File: src/hbs_pkg.sv
// ----------------------------------------------------------------------------
// hbs_pkg: shared types and constants for the float format converter
// Mode codes, stage payload structs and format constants for fp16, bf16
// and fp32 element conversion.
// ----------------------------------------------------------------------------
package hbs_pkg;

  // Conversion mode codes; codes 6 and 7 are unused and give zero
  typedef enum logic [2:0] {
    FUNC_F32_F32   = 3'd0,
    FUNC_BF16_F32  = 3'd1,
    FUNC_F16_F32   = 3'd2,
    FUNC_BF16_BF16 = 3'd3,
    FUNC_F16_BF16  = 3'd4,
    FUNC_F32_BF16  = 3'd5
  } func_e;

  localparam int unsigned FuncW  = 3;
  localparam int unsigned WordW  = 32;
  localparam int unsigned HalfW  = 16;
  localparam int unsigned F16ManW = 10;
  localparam int unsigned LzW    = 4;

  // Format constants
  localparam logic [WordW-1:0] BF16_RND_BIAS = 32'h0000_7fff;
  localparam logic [WordW-1:0] F32_EXP_INF   = 32'h7f80_0000;
  localparam logic [4:0]       F16_EXP_ONES  = 5'h1f;
  localparam logic [7:0]       F16_REBIAS    = 8'(127 - 15);
  localparam logic [7:0]       F16_SUB_BASE  = 8'(127 - 15 + 1);

  // Decode stage to widen stage
  typedef struct packed {
    func_e              func;
    logic [WordW-1:0]   value;
    logic [LzW-1:0]     lz;       // leading zeros of the fp16 mantissa
    logic               man_zero;
    logic               exp_zero;
    logic               exp_ones;
  } dec_t;

  // Widen stage to round stage
  typedef struct packed {
    logic               do_round;
    logic [WordW-1:0]   word;
  } wid_t;

endpackage

File: src/hbs_decode.sv
// ----------------------------------------------------------------------------
// hbs_decode: first pipeline stage
// Registers the incoming element with the fp16 field classes and the
// leading-zero count of the fp16 mantissa.
// ----------------------------------------------------------------------------
module hbs_decode (
  input  logic                      clk_i,
  input  logic                      rst_ni,
  input  logic                      in_valid_i,
  output logic                      in_ready_o,
  input  logic [hbs_pkg::FuncW-1:0] func_i,
  input  logic [hbs_pkg::WordW-1:0] value_i,
  output logic                      out_valid_o,
  input  logic                      out_ready_i,
  output hbs_pkg::dec_t             out_o
);
  import hbs_pkg::*;

  logic                valid_q;
  dec_t                data_d, data_q;
  logic [F16ManW-1:0]  man;
  logic [LzW-1:0]      lz;

  assign man = value_i[F16ManW-1:0];

  // Count leading zeros of the 10-bit mantissa; the highest set bit wins
  always_comb begin
    lz = LzW'(F16ManW - 1);
    for (int i = 0; i < F16ManW; i++) begin
      if (man[i]) lz = LzW'(F16ManW - 1 - i);
    end
  end

  always_comb begin
    data_d.func     = func_e'(func_i);
    data_d.value    = value_i;
    data_d.lz       = lz;
    data_d.man_zero = (man == '0);
    data_d.exp_zero = (value_i[14:10] == 5'd0);
    data_d.exp_ones = (value_i[14:10] == F16_EXP_ONES);
  end

  assign in_ready_o  = !valid_q || out_ready_i;
  assign out_valid_o = valid_q;
  assign out_o       = data_q;

  // Advance the stage when it is empty or the next one can take the transfer
  always_ff @(posedge clk_i or negedge rst_ni) begin
    if (!rst_ni) begin
      valid_q <= 1'b0;
    end else if (in_ready_o) begin
      valid_q <= in_valid_i;
    end
  end

  always_ff @(posedge clk_i) begin
    if (in_ready_o && in_valid_i) begin
      data_q <= data_d;
    end
  end

endmodule

File: src/hbs_widen.sv
// ----------------------------------------------------------------------------
// hbs_widen: second pipeline stage
// Widens fp16 and bf16 sources to fp32, normalizes fp16 subnormals and
// selects the word for each mode ahead of rounding.
// ----------------------------------------------------------------------------
module hbs_widen (
  input  logic          clk_i,
  input  logic          rst_ni,
  input  logic          in_valid_i,
  output logic          in_ready_o,
  input  hbs_pkg::dec_t in_i,
  output logic          out_valid_o,
  input  logic          out_ready_i,
  output hbs_pkg::wid_t out_o
);
  import hbs_pkg::*;

  logic               valid_q;
  wid_t               data_d, data_q;
  logic               sign;
  logic [4:0]         ex;
  logic [F16ManW-1:0] man;
  logic [F16ManW-1:0] man_sh;
  logic [7:0]         ex_sub;
  logic [WordW-1:0]   f16_wide;

  assign sign = in_i.value[15];
  assign ex   = in_i.value[14:10];
  assign man  = in_i.value[F16ManW-1:0];

  // Shift the leading one out of a subnormal mantissa
  assign man_sh = F16ManW'({man, 1'b0} << in_i.lz);
  assign ex_sub = F16_SUB_BASE - 8'(in_i.lz) - 8'd1;

  // Build the fp32 image of the fp16 source
  always_comb begin
    priority if (in_i.exp_zero && in_i.man_zero) begin
      f16_wide = {sign, 31'd0};
    end else if (in_i.exp_zero) begin
      f16_wide = {sign, ex_sub, man_sh, 13'd0};
    end else if (in_i.exp_ones) begin
      f16_wide = {sign, 31'd0} | F32_EXP_INF | {9'd0, man, 13'd0};
    end else begin
      f16_wide = {sign, 8'(ex) + F16_REBIAS, man, 13'd0};
    end
  end

  // Select the pre-rounding word per mode
  always_comb begin
    data_d.do_round = 1'b0;
    unique case (in_i.func)
      FUNC_F32_F32:   data_d.word = in_i.value;
      FUNC_BF16_F32:  data_d.word = {in_i.value[HalfW-1:0], {HalfW{1'b0}}};
      FUNC_F16_F32:   data_d.word = f16_wide;
      FUNC_BF16_BF16: data_d.word = {{HalfW{1'b0}}, in_i.value[HalfW-1:0]};
      FUNC_F16_BF16: begin
        data_d.word     = f16_wide;
        data_d.do_round = 1'b1;
      end
      FUNC_F32_BF16: begin
        data_d.word     = in_i.value;
        data_d.do_round = 1'b1;
      end
      default:        data_d.word = '0;
    endcase
  end

  assign in_ready_o  = !valid_q || out_ready_i;
  assign out_valid_o = valid_q;
  assign out_o       = data_q;

  // Advance the stage when it is empty or the next one can take the transfer
  always_ff @(posedge clk_i or negedge rst_ni) begin
    if (!rst_ni) begin
      valid_q <= 1'b0;
    end else if (in_ready_o) begin
      valid_q <= in_valid_i;
    end
  end

  always_ff @(posedge clk_i) begin
    if (in_ready_o && in_valid_i) begin
      data_q <= data_d;
    end
  end

endmodule

File: src/hbs_round.sv
// ----------------------------------------------------------------------------
// hbs_round: third pipeline stage and output register
// Rounds fp32 to bf16 with round-to-nearest-even by bias add, or passes
// the word through.
// ----------------------------------------------------------------------------
module hbs_round (
  input  logic                      clk_i,
  input  logic                      rst_ni,
  input  logic                      in_valid_i,
  output logic                      in_ready_o,
  input  hbs_pkg::wid_t             in_i,
  output logic                      out_valid_o,
  input  logic                      out_stall_i,
  output logic [hbs_pkg::WordW-1:0] out_o
);
  import hbs_pkg::*;

  logic             valid_q;
  logic [WordW-1:0] sum;
  logic [WordW-1:0] data_d, data_q;

  // Add bias plus kept LSB; the sum wraps modulo 2^32
  assign sum = in_i.word + BF16_RND_BIAS + WordW'(in_i.word[HalfW]);

  assign data_d = in_i.do_round ? {{HalfW{1'b0}}, sum[WordW-1:HalfW]} : in_i.word;

  assign in_ready_o  = !valid_q || !out_stall_i;
  assign out_valid_o = valid_q;
  assign out_o       = data_q;

  // Hold the result while the consumer stalls
  always_ff @(posedge clk_i or negedge rst_ni) begin
    if (!rst_ni) begin
      valid_q <= 1'b0;
    end else if (in_ready_o) begin
      valid_q <= in_valid_i;
    end
  end

  always_ff @(posedge clk_i) begin
    if (in_ready_o && in_valid_i) begin
      data_q <= data_d;
    end
  end

endmodule

File: src/half_bfloat_single_converter_core.sv
// ----------------------------------------------------------------------------
// half_bfloat_single_converter_core: fp16 / bf16 / fp32 element converter
// Three-stage pipeline: decode, widen, round.
//
//   channel | direction | handshake          | payload
//   --------+-----------+--------------------+------------------------
//   input   | in        | valid_i / stall_o  | func_i, value_in_i
//   output  | out       | valid_o / stall_i  | value_out_o
//
// An input transfer passes through the three register stages decode, widen
// and round in order; one element is taken every cycle while the output
// is not stalled.
// Reset clears the stage valid bits only; data registers are not reset.
// A stall on the output holds the result and backs up stage by stage, so
// stall_o rises only once all three stages are full.
// ----------------------------------------------------------------------------
module half_bfloat_single_converter_core (
  input  logic                      clk_i,
  input  logic                      rst_ni,
  input  logic                      valid_i,
  output logic                      stall_o,
  input  logic [hbs_pkg::FuncW-1:0] func_i,
  input  logic [hbs_pkg::WordW-1:0] value_in_i,
  output logic                      valid_o,
  input  logic                      stall_i,
  output logic [hbs_pkg::WordW-1:0] value_out_o
);
  import hbs_pkg::*;

  logic s1_ready, s2_ready, s3_ready;
  logic s1_valid, s2_valid;
  dec_t s1_data;
  wid_t s2_data;

  assign stall_o = !s1_ready;

  // Decode fp16 fields and count mantissa leading zeros
  hbs_decode u_decode (
    .clk_i       (clk_i),
    .rst_ni      (rst_ni),
    .in_valid_i  (valid_i),
    .in_ready_o  (s1_ready),
    .func_i      (func_i),
    .value_i     (value_in_i),
    .out_valid_o (s1_valid),
    .out_ready_i (s2_ready),
    .out_o       (s1_data)
  );

  // Widen to fp32 and select per mode
  hbs_widen u_widen (
    .clk_i       (clk_i),
    .rst_ni      (rst_ni),
    .in_valid_i  (s1_valid),
    .in_ready_o  (s2_ready),
    .in_i        (s1_data),
    .out_valid_o (s2_valid),
    .out_ready_i (s3_ready),
    .out_o       (s2_data)
  );

  // Round to bf16 where the mode asks and register the result
  hbs_round u_round (
    .clk_i       (clk_i),
    .rst_ni      (rst_ni),
    .in_valid_i  (s2_valid),
    .in_ready_o  (s3_ready),
    .in_i        (s2_data),
    .out_valid_o (valid_o),
    .out_stall_i (stall_i),
    .out_o       (value_out_o)
  );

endmodule

File: config.mk
export PLATFORM = sky130hd
export DESIGN_NAME = half_bfloat_single_converter_core
export DESIGN_NICKNAME = d
export VERILOG_FILES = /design/src/hbs_pkg.sv /design/src/hbs_decode.sv /design/src/hbs_widen.sv /design/src/hbs_round.sv /design/src/half_bfloat_single_converter_core.sv
export SDC_FILE = /design/constraint.sdc
export NUM_CORES = 1
export LEC_CHECK = 0
export ABC_AREA = 1
export BUFFER_PORTS_ARGS = -buffer_cell sky130_fd_sc_hd__buf_2
export CAP_MARGIN = 15
export CORE_MARGIN = 2
export CORE_UTILIZATION = 57
export DETAILED_ROUTE_END_ITERATION = 8
export PLACE_DENSITY = 0.83
export RECOVER_POWER = 100
export SYNTH_ARGS = -nofsm -noshare
export SYNTH_HDL_FRONTEND = slang
export SYNTH_SLANG_ARGS = --single-unit
File: constraint.sdc
create_clock -name clk_i -period 3.77 [get_ports clk_i]
set_input_delay 0.1885 -clock clk_i [delete_from_list [all_inputs] [get_ports clk_i]]
set_output_delay 0.1885 -clock clk_i [all_outputs]
set_load 0.02 [all_outputs]
## Word-level counts from Yosys, hierarchy flattened

Cells that the tools add are included.

- Flip-flop bits (word level): 110
- Input port bits: 39
- Logic and storage cells: 64

- $add $sub $neg: 5
- Equal/unequal tests: 6
- Shift operators: 1
- Muxes and demuxes: 14
- Bitwise logic cells: 1
- Reductions and logical operators: 21

Operators by type and width:

| cell | number |
|---|---|
| $pmux W32 S4 | 1 |
| $mux W32 | 3 |
| $add A32 B1 Y32 | 1 |
| $add A32 B15 Y32 const B | 1 |
| $or A32 B23 Y32 | 1 |
| $mux W16 | 1 |
| $mux W3 | 4 |
| $shl A11 B4 Y10 | 1 |
| $logic_not A10 Y1 | 1 |
| $add A5 B7 Y8 const B | 1 |
| $reduce_or A2 Y1 | 4 |
| $reduce_or A8 Y1 | 1 |
| $sub A7 B4 Y8 const A | 1 |
| $sub A8 B1 Y8 const B | 1 |
| $eq A3 B2 Y1 const B | 2 |
| $eq A3 B3 Y1 const B | 2 |
| $eq A5 B5 Y1 const B | 1 |
| $logic_not A1 Y1 | 5 |
| $logic_not A5 Y1 | 1 |
| $logic_and A1 B1 Y1 | 4 |
| $mux W2 | 2 |
| $reduce_or A4 Y1 | 1 |
| $eq A3 B1 Y1 const B | 1 |
| $logic_not A3 Y1 | 1 |
| 2 further kinds | 6 |

## Depth between registers and ports, before layout

- Depth in word-level cells: 8
- Mapped depth: 11

## Hierarchy

A second synthesis with hierarchy kept.

- Cells, all modules: 530
- Area, all modules: 5,176.2 sq um

Modules (own cells, without submodules):

| module | times used | cells each | area an instance (sq um) |
|---|---|---|---|
| hbs_widen | 1 | 247 | 1,994.4 |
| hbs_round | 1 | 203 | 1,727.9 |
| hbs_decode | 1 | 79 | 1,450.1 |
| half_bfloat_single_converter_core | 1 | 1 | 3.8 |

## Least setup slack after synthesis

Ideal clock, no wire load.

- Kind: register to register
- Start: register u_round.valid_q (netlist: u_round.out_valid_o)
- End: register u_decode.data_q, in the netlist u_decode.out_o[0], enable pin
- Arrival time: 2.586 ns
- Data required time: 3.328 ns
- Path slack: 0.743 ns
- Stages on the path, launching flop included: 6
- Period minus slack after synthesis: 3.027 ns
- Path through: dfrtp_1 nand2_1 nor2_1 inv_1 nor2_1 nor2_1

- Word-level cells in the longest chain between the ends: 5

RTL lines:

| element | RTL line | RTL |
|---|---|---|
| start, declared | hbs_round.sv:18 | `logic valid_q;` |
| start signal, assigned | hbs_round.sv:36 | `valid_q <= in_valid_i;` |
| $logic_not A1 Y1 | hbs_round.sv:27 | `assign in_ready_o = !valid_q \|\| !out_stall_i;` |
| $logic_or A1 B1 Y1 | hbs_round.sv:27 |  |
| $logic_or A1 B1 Y1 | hbs_widen.sv:68 | `assign in_ready_o = !valid_q \|\| out_ready_i;` |
| $logic_or A1 B1 Y1 | hbs_decode.sv:43 | `assign in_ready_o = !valid_q \|\| out_ready_i;` |
| $logic_and A1 B1 Y1 | hbs_decode.sv:57 | `if (in_ready_o && in_valid_i) begin` |
| end signal, assigned | hbs_decode.sv:58 | `data_q <= data_d;` |
| end, declared | hbs_decode.sv:20 | `dec_t data_d, data_q;` |

No other way between the ends.
A chain may end at the register's enable or synchronous reset.

## Final worst setup path

- Start: register u_round.valid_q (netlist: u_round.out_valid_o)
- End: register u_decode.data_q, in the netlist u_decode.out_o[5], enable pin

The elaborated chain is that of the path after synthesis.

==> qor.csv <==
metric,value,unit
max_cap viols,2,
Final HPWL DP,7927,um
final WL,10960,um
syn nets,548,
Post-Synth XOR/XNOR Area,0.005054,
Post-CTS Resized,0,
Post-synth top flop,edfxtp_1,
post-route setup slack,1261,ps
first-pass GRT wire length,17770,um
Avg Vias per Cell,5.463,
Port Buffers,72,
Combinational Power Share,0.154,
num rows,34,
Die ar.,0.009900,mm2
Yosys cell types,33,
RSZ-0062 raised after global routing,false,
largest net degree at the start of global routing,43,
via count,3928,
Final ANT Viol Nets,0,
Worst-Skew Late Latency,370,ps
design area,0.005998,mm2
Sequential Power Share,0.557,
post-synthesis register bit count,110,
Diodes inserted,0,
1st-iter DRT viols,247,
CP dominant cell by count,nor2_1,
Initial Util,0.5932,
Syn. warnings,0,
die width,99.50,um
Final setup viols,0,
post-synthesis sequential area ratio,0.6325,
failing checks,"capacitance limit, slew limit",
Synth Instances,508,
initial antenna violation count,0,
Worst setup EP type,flop,
top-area cell type share of the netlist area,0.6181,
CP bufs+invs,1,
Slowest Stage Delay on Critical Path,1390,ps
global route overflow,0,
pwr/cell area,472.2,mW/mm2
CTS tree,done,
Root Driver,clkbuf_8,
switching part of the total power,0.2841,
# placed instances,678,
VDD IR-drop max,0.2463,mV
Synth area leader,edfxtp_1,
Tmin final,2509,ps
Crit path required time,3740,ps
post-layout util,0.6845,
number of global-route vias before repair,3795,
post-synthesis async set-or-reset flop share,0.02727,
clk buf depth,2,
CTS H-Tree Depth,3,
layout cells sized above 1,0.1031,
Crit Path Class,reg2reg,
Worst-Margin Slew,1898,ps
final clock skew,8.307,ps
Post-route DRC,0,
Clock power frac,0.289,
Slew HR,-0.2664,
Synth Area in Compound Gates,0.1052,
Synth Area in Simple Gates,0.1971,
1st-pass router iterations,4,
Slowest cell on crit path,nor2_2,
nets,646,
All-Layer GR Usage,0.2308,
Pwr Total,2.832,mW
status,"complete, but fails checks",
Static Leak,2.425,nW
I/O Pins,73,
number of synthesized flops with an enable pin,107,
Placed Area,0.005645,mm2
largest family of logic cells by synthesized area,simple AND/OR/NAND/NOR gates,
setup TNS,0,ps
Critical Path AT,2480,ps
fmax,398.5,MHz
GP Congestion,0.9331,
CP top delay family,simple AND/OR/NAND/NOR gates,
Pint,2.028,mW
Psw,0.8045,mW
Syn Area/Cell,10.23,um2
core area,0.008763,mm2
"top cells by area, synth","edfxtp_1, nand2_1, inv_1, nor2_1, nand3_1",
Wirelength per Cell,15.25,um
Syn-to-layout area delta,15.38,%
Fin. Hold Viols,0,
Synth Cell Area,0.005199,mm2
hold slack final,7.441,ps
Crit Path Max Fanout,42,
crit-path cells,nand2_1 -> nor2_1 -> inv_1 -> nor2_1 -> nor2_2,
CTS sink cnt,110,
post-synthesis mux area share,0,
Hold Crit Class,in2reg,
"non-filler cells, final",719,
total CTS buffers,9,
Die Span Y,99.50,um
final cycle utilization of the critical path,0.6656,
pre-CTS setup slack,1840,ps
Synth Area in Adders,0.002407,
nature of the critical path startpoint,flop,
Clock Pin Slew Worst Setup and Hold Paths,110,ps
max-slew violations,76,
[final timing paths]
kind	end	slack [ps]	depth (start not counted)	start
setup reg to reg	u_decode.out_o[5]	1260	5	u_round.out_valid_o
max in group asynchronous	u_decode.out_valid_o	3460	2	rst_ni
setup / recovery	u_decode.out_o[5]	1260	5	u_round.out_valid_o
hold reg to reg	u_round.out_valid_o	480	2	u_widen.out_valid_o
hold / removal	u_decode.out_o[40]	7	1	func_i[1]
min in group asynchronous	u_widen.out_valid_o	150	2	rst_ni
[routing by layer]
metal | up-vias | track usage | part of all wire
li1 | 1922 | - | -
met1 | 1838 | 0.2893 | 0.41
met2 | 143 | 0.3986 | 0.51
met3 | 25 | 0.03092 | 0.050
met4 | 0 | 0.1085 | 0.027
met5 | - | 0 | 0
[cell usage after synthesis (all sizes together) (3+ instances only)]
master	number
nor2	55
a21oi	24
nor3	9
inv	60
nand2	138
o21ai	30
clkbuf	3
nand3	33
a22oi	12
o211ai	6
buf	9
dfrtp	3
a21boi	6
edfxtp	107
[placed cells by master, fill, tap and decap left out, types with 2 or more instances in the layout]
| cell | Yosys | routed |
|---|---|---|
| buf_2 | 6 | 21 |
| o211ai_1 | 6 | 6 |
| inv_1 | 49 | 51 |
| nor3_1 | 6 | 7 |
| nor2_4 | 4 | 4 |
| bufinv_16 | 0 | 2 |
| dlygate4sd3_1 | 0 | 24 |
| a22oi_1 | 5 | 10 |
| nor4_1 | 2 | 2 |
| xor2_1 | 2 | 2 |
| nor2_1 | 49 | 48 |
| a31oi_1 | 2 | 2 |
| clkbuf_8 | 0 | 9 |
| nand2_1 | 134 | 135 |
| nor2_2 | 2 | 3 |
| nand3_1 | 33 | 33 |
| nor3_2 | 3 | 2 |
| a21boi_0 | 4 | 6 |
| a22oi_2 | 7 | 2 |
| a21oi_1 | 19 | 21 |
| a21oi_2 | 5 | 3 |
| dfrtp_1 | 3 | 3 |
| o21ai_0 | 26 | 26 |
| nand4_1 | 2 | 2 |
| nand2_2 | 3 | 2 |
| edfxtp_1 | 107 | 107 |
| o21ai_1 | 4 | 4 |
| inv_2 | 11 | 9 |
| inv_8 | 0 | 2 |
| clkbuf_1 | 3 | 54 |
| o21bai_1 | 2 | 2 |
[final cells by class]
| type | count | area (um2) |
|---|---|---|
| Sequential cell | 110 | 3288 |
| Fill cell | 694 | 2765 |
| Multi-Input combinational cell | 326 | 1565 |
| Timing Repair Buffer | 99 | 548.0 |
| Inverter | 60 | 225.2 |
| Tap cell | 108 | 135.1 |
| Clock buffer | 9 | 123.9 |
| Clock inverter | 7 | 112.6 |
[worst register-to-register path, stage by stage, from the launching register on]
cell and delay [ps]:
dfrtp_1 410, nand2_1 90, nor2_1 40, inv_1 90, nor2_1 70, nor2_2 1390
[flip-flops by register name, summed over array words and instances (netlist names)]
name                  cells
u_decode.out_o           42
u_decode.out_valid_o      1
u_round.out_o            32
u_round.out_valid_o       1
u_widen.out_o            33
u_widen.out_valid_o       1
[power groups by stage]
stage	registers, mW	clock network [mW]	logic (mW)
6_report	1.58	0.818	0.437
5_1_grt	1.59	0.879	0.487
4_1_cts	1.58	0.833	0.458
3_5_place_dp	1.60	0	0.440
3_3_place_gp	1.60	0	0.426
2_1_floorplan	1.64	0	0.254
[what timing repair did]
item	4_1_cts	5_1_grt
endpoints found under the setup margin	0	0
hold buffers	22	2
buffers inserted	0	0
endpoints found under the hold margin	24	2
[kinds of logic (layout without fill, tap and decap cells)]
| group | Yosys count | after routing |
|---|---|---|
| AO/OA/AOI/OAI | 83 | 83 |
| XOR/XNOR | 3 | 3 |
| adder cells (fa/ha/maj) | 1 | 1 |
| buffers and inverters | 72 | 175 |
| flip-flops | 110 | 110 |
| AND/OR/NAND/NOR | 239 | 239 |
Note: power is estimated with default switching activity, not from simulation.
